File: src/hw/rtl/tccs_pkg.sv
// types, codes and constants shared by the text console blocks
// no dependencies
`default_nettype none

package tccs_pkg;

  localparam int CHAR_W  = 8;
  localparam int COLOR_W = 4;
  localparam int IDX_W   = 11;
  localparam int CFG_W   = 4;
  localparam int CFG_IDX_W = 1;

  localparam logic [CHAR_W-1:0]  CH_NEWLINE   = 8'd10;
  localparam logic [CHAR_W-1:0]  CH_BACKSPACE = 8'd8;
  localparam logic [CHAR_W-1:0]  CH_SPACE     = 8'd32;
  localparam logic [COLOR_W-1:0] RESET_FG     = 4'd15;
  localparam logic [COLOR_W-1:0] RESET_BG     = 4'd0;

  localparam logic OP_PUT  = 1'b0;
  localparam logic OP_READ = 1'b1;

  localparam logic [CFG_IDX_W-1:0] REG_FG = 1'b0;
  localparam logic [CFG_IDX_W-1:0] REG_BG = 1'b1;

  typedef struct packed {
    logic [CHAR_W-1:0]  ch;
    logic [COLOR_W-1:0] fg;
    logic [COLOR_W-1:0] bg;
  } cell_t;

  typedef enum logic [2:0] {
    ST_CLEAR,
    ST_IDLE,
    ST_READ,
    ST_COPY,
    ST_DRAIN,
    ST_BLANK
  } state_t;

  // controller to datapath
  typedef struct packed {
    logic clear_wr;
    logic rd_capture;
    logic put_exec;
    logic out_read;
    logic sweep_clr;
    logic sweep_inc;
    logic copy_rd;
    logic blank_wr;
    logic out_scroll;
  } dp_cmd_t;

  // datapath to controller
  typedef struct packed {
    logic put_ovf;
    logic copy_last;
    logic sweep_end;
  } dp_sts_t;

endpackage

`default_nettype wire

File: src/hw/rtl/tccs_ctrl.sv
// controller state machine: clear pass, command dispatch, scroll sequencing
// depends on tccs_pkg
`default_nettype none

module tccs_ctrl (
  input  wire logic              clk,
  input  wire logic              rst_n,
  input  wire logic              start,
  input  wire logic              in_operation,
  input  wire tccs_pkg::dp_sts_t sts,
  output tccs_pkg::dp_cmd_t      cmd,
  output logic                   busy
);

  tccs_pkg::state_t state_r;
  tccs_pkg::state_t state_nxt;
  logic             accept;

  assign accept = start && (state_r == tccs_pkg::ST_IDLE);

  always_ff @(posedge clk) begin
    if (!rst_n) begin
      state_r <= tccs_pkg::ST_CLEAR;
    end else begin
      state_r <= state_nxt;
    end
  end

  always_comb begin
    state_nxt = state_r;
    case (state_r)
      tccs_pkg::ST_CLEAR: begin
        if (sts.sweep_end) state_nxt = tccs_pkg::ST_IDLE;
      end
      tccs_pkg::ST_IDLE: begin
        if (accept) begin
          if (in_operation == tccs_pkg::OP_READ) begin
            state_nxt = tccs_pkg::ST_READ;
          end else if (sts.put_ovf) begin
            state_nxt = tccs_pkg::ST_COPY;
          end
        end
      end
      tccs_pkg::ST_READ:  state_nxt = tccs_pkg::ST_IDLE;
      tccs_pkg::ST_COPY: begin
        if (sts.copy_last) state_nxt = tccs_pkg::ST_DRAIN;
      end
      tccs_pkg::ST_DRAIN: state_nxt = tccs_pkg::ST_BLANK;
      tccs_pkg::ST_BLANK: begin
        if (sts.sweep_end) state_nxt = tccs_pkg::ST_IDLE;
      end
      default: state_nxt = tccs_pkg::ST_CLEAR;
    endcase
  end

  always_comb begin
    cmd  = '0;
    busy = 1'b1;
    case (state_r)
      tccs_pkg::ST_CLEAR: begin
        cmd.clear_wr  = 1'b1;
        cmd.sweep_inc = 1'b1;
      end
      tccs_pkg::ST_IDLE: begin
        busy = 1'b0;
        if (accept) begin
          if (in_operation == tccs_pkg::OP_READ) begin
            cmd.rd_capture = 1'b1;
          end else begin
            cmd.put_exec  = 1'b1;
            cmd.sweep_clr = 1'b1;
          end
        end
      end
      tccs_pkg::ST_READ: cmd.out_read = 1'b1;
      tccs_pkg::ST_COPY: begin
        cmd.copy_rd   = 1'b1;
        cmd.sweep_inc = 1'b1;
      end
      tccs_pkg::ST_DRAIN: begin
        // last copied cell is written back here
      end
      tccs_pkg::ST_BLANK: begin
        cmd.blank_wr   = 1'b1;
        cmd.sweep_inc  = 1'b1;
        cmd.out_scroll = sts.sweep_end;
      end
      default: begin
        cmd = '0;
      end
    endcase
  end

`ifndef ASSERT_OFF
  a_read_follows: assert property (@(posedge clk) disable iff (!rst_n)
    cmd.rd_capture |=> (state_r == tccs_pkg::ST_READ))
    else $error("read transaction did not move to read state");
  a_ovf_scrolls: assert property (@(posedge clk) disable iff (!rst_n)
    (cmd.put_exec && sts.put_ovf) |=> (state_r == tccs_pkg::ST_COPY))
    else $error("overflowing put did not start a scroll");
  a_one_write: assert property (@(posedge clk) disable iff (!rst_n)
    $countones({cmd.clear_wr, cmd.put_exec, cmd.blank_wr, cmd.copy_rd}) <= 1)
    else $error("conflicting datapath commands");
`endif

endmodule

`default_nettype wire

File: config.mk
export PLATFORM = sky130hd
export DESIGN_NAME = tccs_ctrl
export DESIGN_NICKNAME = d
export VERILOG_FILES = /design/src/hw/rtl/tccs_pkg.sv /design/src/hw/rtl/tccs_ctrl.sv
export SDC_FILE = /design/constraint.sdc
export NUM_CORES = 1
export LEC_CHECK = 0
export BUFFER_PORTS_ARGS = -buffer_cell sky130_fd_sc_hd__buf_2
export CAP_MARGIN = 20
export CORE_AREA = 2 2 39 41
export DETAILED_ROUTE_END_ITERATION = 8
export DIE_AREA = 0 0 41 43
export PLACE_DENSITY = 0.47
export SLEW_MARGIN = 25
export SYNTH_ARGS = -nofsm -noshare
export SYNTH_HDL_FRONTEND = slang
export SYNTH_SLANG_ARGS = --single-unit
export TNS_END_PERCENT = 10
File: constraint.sdc
create_clock -name clk -period 1.29 [get_ports clk]
set_clock_uncertainty 0.1 [all_clocks]
set_input_delay 0 -clock clk [delete_from_list [all_inputs] [get_ports clk]]
set_output_delay 0 -clock clk [all_outputs]
set_load 0.05 [all_outputs]
==> summary.md <==
| Metric | Value |
|---|---|
| Number of synthesized register bits | `3` |
| Layout area overhead | `96.9%` |
| Final setup slack of the worst path | `0.00921 ns` |
| Run status | `complete, no violations` |
| Cts bufs inserted | `3` |
| Measured slew at the worst slew-check pin | `0.287 ns` |
| Leading cell type in the layout, fill and taps excluded | `buf_2` |
| Final critical-path required period | `1.28 ns` |
| Worst skew pair latency | `0.23 ns` |
| Die span in y | `43 µm` |
| Number of ports placed on the die boundary | `17` |
| Area inside the core boundary | `1380 µm²` |
| Highest Clock Rate | `781 MHz` |
| Reg with most FFs | `state_r` |
| Post-synth net total | `41` |
| Total iterations of the first detailed-routing run | `2` |
| Mean area per synthesized cell | `7.21 µm²` |
| Worst rel slew slack | `80.6%` |
| Vias | `308` |
| Number of failing setup endpoints in the final timing report | `0` |
| TritonCTS clock tree | `yes` |
| CTS root buf | `clkbuf_4` |
| Drt total wl | `686 µm` |
| Starting utilization of the core area | `17.7%` |
| Final period utilization | `99.3%` |
| Seq/Total Area, Yosys | `24.5%` |
| Post-CTS setup buffer count | `0` |
| Remaining DRCs | `0` |
| Antenna viol nets, final | `0` |
| Dpl ws | `0.0805 ns` |
| Vias per std cell | `4.34` |
| Antenna diodes | `0` |
| Total Routing Usage GR | `9.73%` |
| Number of different library cells in the post-synthesis netlist | `23` |
| Summed instance area of the synthesized netlist | `245 µm²` |
| Remaining global-route overflow | `0` |
| H-tree levels | `1` |
| Via count of the first global-routing pass | `298` |
| WS Path Type | `register to output port` |
| Pin count of the biggest net entering global routing | `12` |
| Post-Syn Instances | `34` |
| HPWL after detailed placement | `508 µm` |
| Biggest regs | `state_r x3` |
| Class of the most critical hold timing path | `input pin to register` |
| Overall die area | `1760 µm²` |
| Cell Pwr Density | `868 nW/µm²` |
| Reported max-cap violation count | `0` |
| Detailed Route Iter0 Violations | `1` |
| Initial antenna violation count | `0` |
| Fraction of layout cells with a size suffix above 1 | `58.2%` |
| Unrepaired setup endpoints after global routing | `true` |
| Number of placement rows | `14` |
| Clock-pin slew on the worst setup and hold paths | `0.03 ns` |
| Port Buf Inserts | `16` |
| Required time reported for the critical path endpoint | `1.19 ns` |
| Setup tns final | `0 ns` |
| Crit end category | `output port` |
| Maximum number of buffers from clock root to sink | `2` |
| Top library cells by usage in the layout, fill and taps aside | `buf_2 (9), clkbuf_4 (4)` |
| Largest voltage drop on the vdd net | `0.341 mV` |
| Flip-flop count of the largest register, all copies and words added | `3` |
| Routability congestion estimate | `0.626` |
| First-pass GRT wire length | `1150 µm` |
| Total number of nets in the final design | `63` |
| Arr. time, crit path | `1.18 ns` |
| Count of final hold-check violations | `0` |
| Count of clock tree sinks | `3` |
| Number of warnings reported in the yosys synthesis log | `0` |
| LEAKAGE | `0.216 nW` |
| Final-layout worst hold slack | `0.0312 ns` |
| Routed wire per std cell | `9.66 µm` |
| Startpoint type of the worst setup path | `register` |
| Number of pins with negative max-slew slack in the final report | `0` |
| Highest net fanout along the worst path | `9` |
| Width of the die | `41 µm` |
==> path summary, 6_finish.rpt <==
path / start / end / slack (ns) / cells after the start
max: state_r[2] / cmd[3] / 0.009 / 3
min: sts[2] / state_r[0] / 0.03 / 4
max reg2reg: state_r[1] / state_r[0] / 0.25 / 2
min reg2reg: state_r[0] / state_r[1] / 0.51 / 1
==> repair_timing <==
| action | CTS | global route |
|---|---|---|
| pin swaps | 0 | 3 |
| setup endpoints to repair | 9 | 8 |
| hold buffers | 3 | 0 |
| hold endpoints to repair | 3 | 0 |
| gates resized for setup | 8 | 23 |
==> cells in the mapped netlist (all sizes together) <==
cell,number,area share [%]
inv,2,3.1
nor2,5,7.7
and3,1,2.6
and2,1,2.6
o22ai,1,2.6
dfxtp,3,24
xnor2,1,3.6
o21ai,1,2.0
and4b,1,4.1
a32oi,1,3.6
nor3,2,4.1
nand3,1,2.0
o41ai,1,3.6
buf,3,9.7
nor2b,1,2.6
and3b,1,4.1
nand2,2,3.1
nand2b,2,5.1
a21o,1,3.6
a21oi,3,6.1
==> critical path, cell delays in order, from the launching register on <==
cell and delay (ns):
dfxtp_4 0.39, and3b_2 0.23, a21o_2 0.19, buf_6 0.15
==> metrics by stage <==
stage	instance area, µm²	utilization (%)	instances	power, mW
6_report	483	34.9	71	0.419
5_1_grt	483	34.9	71	0.453
4_1_cts	410	29.7	71	0.414
3_5_place_dp	337	24.3	64	0.230
3_3_place_gp	337	24.3	64	0.230
2_1_floorplan	253	-	34	0.200
==> kinds of logic after synthesis <==
| logic type | count (synthesis) | share of synthesized area (%) |
|---|---|---|
| and+or+nand+nor | 17 | 37.8 |
| AOI/OAI and AO/OA | 8 | 21.4 |
| buffers and inverters | 5 | 12.8 |
| DFF | 3 | 24.5 |
| xor gates and xnor gates | 1 | 3.57 |
==> per-layer routing <==
layer / vias up / share of wire [%] / GRT usage, % / wire (µm)
met4: 0 / 0 / 6.00 / 0
met1: 137 / 37 / 10.6 / 253
met2: 11 / 54 / 15.3 / 371
met3: 0 / 8.7 / 3.14 / 60
met5: - / 0 / 0 / 0
li1: 160 / - / - / -
==> final cells by class <==
class / count / area (µm²)
tap: 16 / 20.0
clock buffer: 4 / 26.3
multi-input combinational: 26 / 194
inverter: 2 / 10.0
timing repair buffer: 20 / 161
sequential: 3 / 71.3
fill: 148 / 901
==> where the power goes <==
part	internal (mW)	leakage, nW	total (mW)	switching [mW]
Sequential	0.0949	0.0267	0.109	0.0140
Combinational	0.0585	0.174	0.150	0.0915
Clock	0.116	0.0150	0.160	0.0445
Total	0.269	0.216	0.419	0.150
Note: power is estimated with default switching activity, not from simulation.
